**src/hdl/marker_delimited_stream_extractor_unit_assert.svh**
```systemverilog
// Assertion macros used by the deframer top level.
`ifndef MARKER_DELIMITED_STREAM_EXTRACTOR_UNIT_ASSERT_SVH
`define MARKER_DELIMITED_STREAM_EXTRACTOR_UNIT_ASSERT_SVH

// Same-cycle implication, checked out of reset.
`define MDSE_ASSERT_NOW(label, ante, cons) \
    label: assert property (@(posedge i_clk) disable iff (!i_rst_n) (ante) |-> (cons)) \
        else $error("deframer check failed");

// Next-cycle implication, checked out of reset.
`define MDSE_ASSERT_NEXT(label, ante, cons) \
    label: assert property (@(posedge i_clk) disable iff (!i_rst_n) (ante) |=> (cons)) \
        else $error("deframer check failed");

`endif

```
**src/hdl/mdse_pkg.sv**
```systemverilog
package mdse_pkg;

    localparam int MARKER_LEN = 8;
    localparam int MARKER_W   = 64;
    localparam int IDX_W      = (MARKER_LEN > 1) ? $clog2(MARKER_LEN) : 1;
    localparam int ML_W       = 4;

    localparam logic [MARKER_W-1:0] START_RST = 64'h6162616463616665;
    localparam logic [MARKER_W-1:0] CLOSE_RST = 64'h6162616463306465;

    // Register indexes of the configuration port.
    localparam logic REG_START = 1'b0;
    localparam logic REG_CLOSE = 1'b1;

    // What follows the flushed prefix of one input byte.
    typedef enum logic [1:0] {
        TAIL_NONE = 2'b00,
        TAIL_BYTE = 2'b01,
        TAIL_FEND = 2'b10
    } t_tail;

    typedef struct packed {
        logic latch;  // capture the input beat
        logic eval;   // run the marker compare, update match state
        logic load;   // push the next result into the output register
    } t_cmd;

    typedef struct packed {
        logic any;      // evaluated byte yields at least one result
        logic out_free; // output register can take a result this cycle
        logic last;     // result about to be loaded is the final one
    } t_status;

    // Byte idx of a marker, first byte in the most significant position.
    function automatic logic [7:0] marker_byte(logic [MARKER_W-1:0] mk,
                                               logic [IDX_W-1:0] idx);
        logic [5:0] sh;
        sh = 6'(8 * (MARKER_LEN - 1 - int'(idx)));
        return 8'(mk >> sh);
    endfunction

endpackage

```
**src/hdl/mdse_ctrl.sv**
```systemverilog
module mdse_ctrl
    import mdse_pkg::*;
(
    input  logic    i_clk,
    input  logic    i_rst_n,
    input  logic    i_valid,
    output logic    o_ready,
    input  t_status i_st,
    output t_cmd    o_cmd
);

    typedef enum logic [2:0] {
        S_IDLE = 3'b001,
        S_EVAL = 3'b010,
        S_EMIT = 3'b100
    } t_state;

    t_state r_state, n_state;

    always_ff @(posedge i_clk) begin
        if (!i_rst_n) begin
            r_state <= S_IDLE;
        end else begin
            r_state <= n_state;
        end
    end

    always_comb begin
        n_state = r_state;
        o_cmd   = '0;
        o_ready = 1'b0;
        unique case (r_state)
            S_IDLE: begin
                o_ready     = 1'b1;
                o_cmd.latch = i_valid;
                if (i_valid) begin
                    n_state = S_EVAL;
                end
            end
            S_EVAL: begin
                o_cmd.eval = 1'b1;
                n_state    = i_st.any ? S_EMIT : S_IDLE;
            end
            S_EMIT: begin
                // hold while the output register is occupied
                if (i_st.out_free) begin
                    o_cmd.load = 1'b1;
                    if (i_st.last) begin
                        n_state = S_IDLE;
                    end
                end
            end
            default: begin
                n_state = S_IDLE;
            end
        endcase
    end

endmodule

```
**src/hdl/mdse_dp.sv**
```systemverilog
module mdse_dp
    import mdse_pkg::*;
(
    input  logic                i_clk,
    input  logic                i_rst_n,
    input  logic                i_cfg_we,
    input  logic                i_cfg_idx,
    input  logic [MARKER_W-1:0] i_cfg_data,
    input  logic [7:0]          i_in_byte,
    input  t_cmd                i_cmd,
    output t_status             o_st,
    input  logic                i_ready,
    output logic                o_valid,
    output logic [7:0]          o_out_byte,
    output logic                o_has_byte,
    output logic                o_frame_end,
    output logic                o_last_of_run
);

    logic [MARKER_W-1:0] r_start, r_close;
    logic                r_in_payload, n_in_payload;
    logic [ML_W-1:0]     r_match_len, n_match_len;
    logic [7:0]          r_byte;
    logic [IDX_W-1:0]    r_flush_cnt, n_flush_cnt;
    logic [IDX_W-1:0]    r_idx;
    t_tail               r_tail, n_tail;
    logic                r_out_valid;
    logic [7:0]          r_out_byte;
    logic                r_out_has, r_out_fend, r_out_last;

    logic [MARKER_W-1:0] marker, flush_marker;
    logic [IDX_W-1:0]    m;
    logic                hit, hit_first;
    logic [ML_W-1:0]     m_next;
    logic                in_flush;
    logic                load_last;

    // Evaluate the latched byte against the active marker.
    always_comb begin
        marker       = r_in_payload ? r_close : r_start;
        m            = (r_match_len >= ML_W'(MARKER_LEN)) ? '0 : IDX_W'(r_match_len);
        hit          = (r_byte == marker_byte(marker, m));
        hit_first    = (r_byte == marker_byte(marker, '0));
        n_flush_cnt  = '0;
        n_tail       = TAIL_NONE;
        n_in_payload = r_in_payload;
        if (hit) begin
            m_next = ML_W'(m) + 1'b1;
        end else begin
            if (r_in_payload) begin
                n_flush_cnt = m;
            end
            if (hit_first) begin
                m_next = ML_W'(1);
            end else begin
                m_next = '0;
                if (r_in_payload) begin
                    n_tail = TAIL_BYTE;
                end
            end
        end
        if (m_next == ML_W'(MARKER_LEN)) begin
            if (r_in_payload) begin
                n_tail       = TAIL_FEND;
                n_in_payload = 1'b0;
            end else begin
                n_in_payload = 1'b1;
            end
            m_next = '0;
        end
        n_match_len = m_next;
    end

    // Result sequencing: flushed prefix first, then the tail.
    assign flush_marker = r_close;
    assign in_flush     = (r_idx < r_flush_cnt);
    assign load_last    = in_flush ? ((r_idx == r_flush_cnt - 1'b1) && (r_tail == TAIL_NONE))
                                   : 1'b1;

    assign o_st.any      = (n_flush_cnt != '0) || (n_tail != TAIL_NONE);
    assign o_st.out_free = !r_out_valid || i_ready;
    assign o_st.last     = load_last;

    always_ff @(posedge i_clk) begin
        if (!i_rst_n) begin
            r_start      <= START_RST;
            r_close      <= CLOSE_RST;
            r_in_payload <= 1'b0;
            r_match_len  <= '0;
            r_out_valid  <= 1'b0;
        end else begin
            if (i_cfg_we) begin
                if (i_cfg_idx == REG_START) begin
                    r_start <= i_cfg_data;
                end
                if (i_cfg_idx == REG_CLOSE) begin
                    r_close <= i_cfg_data;
                end
            end
            if (i_cmd.eval) begin
                r_in_payload <= n_in_payload;
                r_match_len  <= n_match_len;
            end
            if (i_cmd.load) begin
                r_out_valid <= 1'b1;
            end else if (i_ready) begin
                r_out_valid <= 1'b0;
            end
        end
    end

    always_ff @(posedge i_clk) begin
        if (i_cmd.latch) begin
            r_byte <= i_in_byte;
        end
        if (i_cmd.eval) begin
            r_flush_cnt <= n_flush_cnt;
            r_tail      <= n_tail;
            r_idx       <= '0;
        end
        if (i_cmd.load) begin
            r_idx      <= r_idx + 1'b1;
            r_out_last <= load_last;
            if (in_flush) begin
                r_out_byte <= marker_byte(flush_marker, r_idx);
                r_out_has  <= 1'b1;
                r_out_fend <= 1'b0;
            end else begin
                case (r_tail)
                    TAIL_BYTE: begin
                        r_out_byte <= r_byte;
                        r_out_has  <= 1'b1;
                        r_out_fend <= 1'b0;
                    end
                    TAIL_FEND: begin
                        r_out_byte <= '0;
                        r_out_has  <= 1'b0;
                        r_out_fend <= 1'b1;
                    end
                    default: begin
                        r_out_byte <= '0;
                        r_out_has  <= 1'b0;
                        r_out_fend <= 1'b0;
                    end
                endcase
            end
        end
    end

    assign o_valid       = r_out_valid;
    assign o_out_byte    = r_out_byte;
    assign o_has_byte    = r_out_has;
    assign o_frame_end   = r_out_fend;
    assign o_last_of_run = r_out_last;

endmodule

```
**src/hdl/marker_delimited_stream_extractor_unit.sv**
```systemverilog
// Channel   Direction  Handshake           Beat contents
// input     in         i_valid / o_ready   i_in_byte
// result    out        o_valid / i_ready   o_out_byte, o_has_byte, o_frame_end, o_last_of_run
// config    in         i_cfg_we            i_cfg_idx, i_cfg_data (no back-pressure)
//
// One input beat is captured, then compared. When it yields n results (n is 1 to 8)
// they pass the output register one result per cycle while the receiver does not stall;
// that register replays a flushed close-marker prefix byte by byte.
// Reset (i_rst_n low, synchronous) loads the default markers and returns to hunting.
// A stalled result register holds; the next input beat is still captured and compared
// behind it, and its results wait until the register frees.
`include "marker_delimited_stream_extractor_unit_assert.svh"

module marker_delimited_stream_extractor_unit
    import mdse_pkg::*;
(
    input  logic                i_clk,
    input  logic                i_rst_n,
    // configuration writes
    input  logic                i_cfg_we,
    input  logic                i_cfg_idx,
    input  logic [MARKER_W-1:0] i_cfg_data,
    // raw byte stream
    input  logic                i_valid,
    output logic                o_ready,
    input  logic [7:0]          i_in_byte,
    // deframed results
    output logic                o_valid,
    input  logic                i_ready,
    output logic [7:0]          o_out_byte,
    output logic                o_has_byte,
    output logic                o_frame_end,
    output logic                o_last_of_run
);

    t_cmd    cmd;
    t_status st;

    // Sequencer: capture a beat, evaluate it, then drain its results.
    mdse_ctrl u_ctrl (
        .i_clk   (i_clk),
        .i_rst_n (i_rst_n),
        .i_valid (i_valid),
        .o_ready (o_ready),
        .i_st    (st),
        .o_cmd   (cmd)
    );

    // Marker registers, match tracking and the result register.
    mdse_dp u_dp (
        .i_clk         (i_clk),
        .i_rst_n       (i_rst_n),
        .i_cfg_we      (i_cfg_we),
        .i_cfg_idx     (i_cfg_idx),
        .i_cfg_data    (i_cfg_data),
        .i_in_byte     (i_in_byte),
        .i_cmd         (cmd),
        .o_st          (st),
        .i_ready       (i_ready),
        .o_valid       (o_valid),
        .o_out_byte    (o_out_byte),
        .o_has_byte    (o_has_byte),
        .o_frame_end   (o_frame_end),
        .o_last_of_run (o_last_of_run)
    );

    // A frame-end result carries no byte and closes its run.
    `MDSE_ASSERT_NOW(a_fend_shape, o_valid && o_frame_end, !o_has_byte && o_last_of_run && (o_out_byte == 8'h00))
    // Every result is either a payload byte or a frame end.
    `MDSE_ASSERT_NOW(a_result_kind, o_valid, o_has_byte != o_frame_end)
    // The cycle after a captured beat is spent comparing, not capturing.
    `MDSE_ASSERT_NEXT(a_busy_after_accept, i_valid && o_ready, !o_ready)
    // Results are only loaded while the sequencer is draining.
    `MDSE_ASSERT_NOW(a_load_excl, cmd.load, !o_ready && !cmd.eval)

endmodule

```
**config.mk**
```make
export PLATFORM = sky130hd
export DESIGN_NAME = marker_delimited_stream_extractor_unit
export DESIGN_NICKNAME = d
export VERILOG_FILES = /design/src/hdl/mdse_pkg.sv /design/src/hdl/mdse_ctrl.sv /design/src/hdl/mdse_dp.sv /design/src/hdl/marker_delimited_stream_extractor_unit.sv
export VERILOG_INCLUDE_DIRS = /design/src /design/src/hdl
export SDC_FILE = /design/constraint.sdc
export NUM_CORES = 1
export LEC_CHECK = 0
export BUFFER_PORTS_ARGS = -buffer_cell sky130_fd_sc_hd__buf_2
export CAP_MARGIN = 15
export CORE_MARGIN = 3
export CORE_UTILIZATION = 35
export DETAILED_ROUTE_END_ITERATION = 10
export RECOVER_POWER = 50
export SETUP_SLACK_MARGIN = 0.05
export SKIP_CTS_REPAIR_TIMING = 1
export SYNTH_ARGS = -nofsm -noshare
export SYNTH_HDL_FRONTEND = slang
export SYNTH_SLANG_ARGS = --single-unit
```
**constraint.sdc**
```tcl
create_clock -name i_clk -period 3.8 [get_ports i_clk]
set_input_delay 0.38 -clock i_clk [delete_from_list [all_inputs] [get_ports i_clk]]
set_output_delay 0.38 -clock i_clk [all_outputs]
set_load 0.01 [all_outputs]
```
==> flow_summary_export.csv <==
group,metric,value,unit
outcome,status,"complete, but fails checks",
outcome,violations,"capacitance limit, slew limit",
pwr,power.ir.vdd_worst,223,uV
die,die_width,157,um
yosys,synthesis.area_per_instance,9.02,sq um
yosys,netlist_area,7970,sq um
clock_tree,max-clock-path-buffers,2,
die,floorplan.initialDensity,36.1,%
detailed_routing,avgRoutedWirePerCell,18.1,um
clock_tree,tritoncts_num_sinks,164,
grt,groute.layer.met1.usage,25.7,%
place,gpl_wtd_cong,0.922,
critical_path,critPathLaunchType,"register",
clock_tree,path_clk_slew,0.06,ns
pwr,leakagePower,3.59,nW
critical_path,critical_path.endpoint_type,"register",
yosys,ffs_w_async_s_r_synth,0,%
sta,final.setup_skew,0.0165,ns
place,place_area,8660,sq um
sta,final.min_clock_period,3.19,ns
die,row_count,54,
detailed_routing,final_antenna_net_count,0,
critical_path,ff2ff_path_depth,11,
place,port_buffers,90,
grt,grt_pass1_vias,6293,
clock_tree,clk_root_buffer_cell,"sky130_fd_sc_hd__clkbuf_16",
detailed_routing,dr.pass1.iters,7,
critical_path,critical_path_class,"register to register",
cells_and_area,final_nets,1030,
yosys,post_synth_inst_count,884,
sta,max_slew_margin,-42.8,%
grt,global_route.peak_usage_layer,"met2",
cells_and_area,area_growth_syn_to_layout,16.0,%
die,fp.dieArea,24600,sq um
sta,finalHoldViolCount,0,
yosys,post_synth_main_area_contributors,"sky130_fd_sc_hd__dfxtp_1 (34%), sky130_fd_sc_hd__nand2_1 (13%), sky130_fd_sc_hd__edfxtp_1 (10%), sky130_fd_sc_hd__mux4_2 (7.9%), sky130_fd_sc_hd__a21boi_0 (7.3%)",
grt,grt_start_max_net_pins,62,
pwr,p_total,0.00407,W
yosys,synth.ff_latch_count,164,
critical_path,arrival,3.33,ns
clock_tree,cts_max_level,4,
yosys,postSynthNetCount,968,
yosys,synth_cell_types,54,
critical_path,worstPathMaxFanout,10,
clock_tree,cts-buffers-inserted,17,
sta,maxSlewViolCount,125,
sta,max_freq,0.314,GHz
cells_and_area,final_cell_area,9250,sq um
cells_and_area,layout.core_utilization,41.8,%
cells_and_area,drive_gt1_share,17.1,%
yosys,synth.largest_area_cell,"sky130_fd_sc_hd__dfxtp_1",
flow_run,maxCapViolations,3,
die,core_area,22100,sq um
detailed_routing,drt_first_iter_violations,528,
yosys,synth_warnings,0,
sta,setup-tns-final,0,ns
sta,grt_setup_unrepaired,"no",
detailed_routing,detailroute.via_count,6547,
sta,setup_violations,0,
die,die_y,157,um
grt,grt_overflow_total,0,
place,dp.final_hpwl,16000,um
grt,grt_use_total,18.5,%
clock_tree,tritoncts,"yes",
sta,worst_hold_slack,0.134,ns
cells_and_area,final_common_cell,"sky130_fd_sc_hd__nand2_1",
detailed_routing,drc_errors,0,
detailed_routing,via_density,5.28,
grt,groute.layer.met2.usage,29.7,%
min_path,hold_depth,1,
grt,global_route.usage.met3,3.57,%
yosys,synthFlopType,"sky130_fd_sc_hd__dfxtp_1",
grt,antenna_violations_before_repair,0,
yosys,synth_edf_count,27,
cells_and_area,antenna_cells,0,
yosys,share_of_the_yosys_chip_area_belonging_to_registers,44.6,%
detailed_routing,wl,22400,um
min_path,holdCritPathClass,"input pin to register",
sta,post-route-period-util,83.9,%
pwr,cellPowerDensity,440,nW/um^2
clock_tree,clock_latency_on_the_worst_skew_pair,0.43,ns
critical_path,worst-endpoint-required,3.94,ns
die,io_pins,91,
cells_and_area,most-common-layout-cells,"sky130_fd_sc_hd__nand2_1 (281), sky130_fd_sc_hd__dfxtp_1 (137), sky130_fd_sc_hd__a21boi_0 (77)",
sta,worstMarginPinSlew,2.14,ns
grt,grt_first_pass_wirelength,35300,um
yosys,synth.top_cell.area_share,34.4,%
[power breakdown]
part	switching (W)	internal, W	leakage (nW)
combinational	0.000191	0.000154	1.90
sequential	0.0000749	0.00185	1.39
clock	0.000728	0.00107	0.299
[area by class of cell]
class	count	area (sq um)
fillers	2209	12800
multi-input cells	641	4100
flip-flops and latches	164	3550
repair buffers	108	578
clock buffers	21	460
well taps	280	350
clock inverters	11	146
inverters	14	52.6
[synth_stat cells, types with 3 or more instances]
master,n
sky130_fd_sc_hd__nand2_1,282
sky130_fd_sc_hd__dfxtp_1,137
sky130_fd_sc_hd__a21boi_0,77
sky130_fd_sc_hd__nand3_1,56
sky130_fd_sc_hd__clkbuf_1,49
sky130_fd_sc_hd__mux2i_1,45
sky130_fd_sc_hd__mux4_2,28
sky130_fd_sc_hd__edfxtp_1,27
sky130_fd_sc_hd__o21ai_0,17
sky130_fd_sc_hd__nor2_1,16
sky130_fd_sc_hd__xnor2_1,16
sky130_fd_sc_hd__inv_1,11
sky130_fd_sc_hd__o22ai_1,9
sky130_fd_sc_hd__a21oi_1,7
sky130_fd_sc_hd__and2_1,7
sky130_fd_sc_hd__buf_2,7
sky130_fd_sc_hd__nor2b_1,7
sky130_fd_sc_hd__xor2_1,7
sky130_fd_sc_hd__ha_1,6
sky130_fd_sc_hd__buf_1,5
sky130_fd_sc_hd__nand2b_1,5
sky130_fd_sc_hd__nor3_1,5
sky130_fd_sc_hd__o221ai_1,5
sky130_fd_sc_hd__nor3b_1,4
sky130_fd_sc_hd__o2111ai_1,4
sky130_fd_sc_hd__o211ai_1,4
sky130_fd_sc_hd__and3_1,3
sky130_fd_sc_hd__clkinv_1,3
sky130_fd_sc_hd__nor4_1,3
[state kept, by name, indices dropped and copies added (netlist names)]
name                cells
u_dp.flush_marker      64
u_dp.r_start           64
u_dp.o_out_byte         8
u_dp.r_byte             8
u_dp.r_match_len        4
u_ctrl.r_state          3
u_dp.r_flush_cnt        3
u_dp.r_idx              3
u_dp.r_tail             2
u_dp.o_frame_end        1
u_dp.o_has_byte         1
u_dp.o_last_of_run      1
u_dp.o_valid            1
u_dp.r_in_payload       1
[cell families after synthesis]
logic type | Yosys count | share of synthesized area [%]
AOI/OAI and AO/OA | 142 | 13.0
xor gates and xnor gates | 23 | 2.53
adders and majority gates | 6 | 0.942
buffers and inverters | 79 | 4.11
DFF | 164 | 44.6
muxes | 74 | 13.7
and+or+nand+nor | 396 | 21.1
[worst max-delay path: stages (launching register included)]
cell                        delay (ns)
sky130_fd_sc_hd__dfxtp_1          0.60
sky130_fd_sc_hd__buf_4            0.27
sky130_fd_sc_hd__buf_4            0.20
sky130_fd_sc_hd__mux4_2           0.50
sky130_fd_sc_hd__nor2_1           0.10
sky130_fd_sc_hd__a21oi_1          0.07
sky130_fd_sc_hd__xnor2_1          0.14
sky130_fd_sc_hd__nand3_1          0.08
sky130_fd_sc_hd__a21oi_1          0.20
sky130_fd_sc_hd__nand4bb_1        0.39
sky130_fd_sc_hd__nand2_1          0.28
sky130_fd_sc_hd__a21oi_1          0.07
[worst paths after layout]
kind / endpoint / start / slack (ns)
max: u_dp.r_tail[0] / u_dp.r_in_payload / 0.61
max reg2reg: u_dp.r_tail[0] / u_dp.r_in_payload / 0.61
min reg2reg: u_dp.r_start[17] / u_dp.r_start[17] / 0.47
min: u_dp.r_byte[6] / i_in_byte[6] / 0.13
[metal layers]
metal,vias up,share of wire [%]
met5,-,0
met4,0,1.2
met3,19,5.2
met2,188,47
met1,3164,47
li1,3176,-
[per-stage QoR]
stage / cells / setup WS (ns)
after detailed placement: 1207 / 0.669
after global placement: 1207 / 0.694
after CTS: 1239 / 0.637
after global routing: 1239 / 0.423
after floorplan: 884 / 1.10
final: 1239 / 0.613
Power figures use the tool's default switching activity.
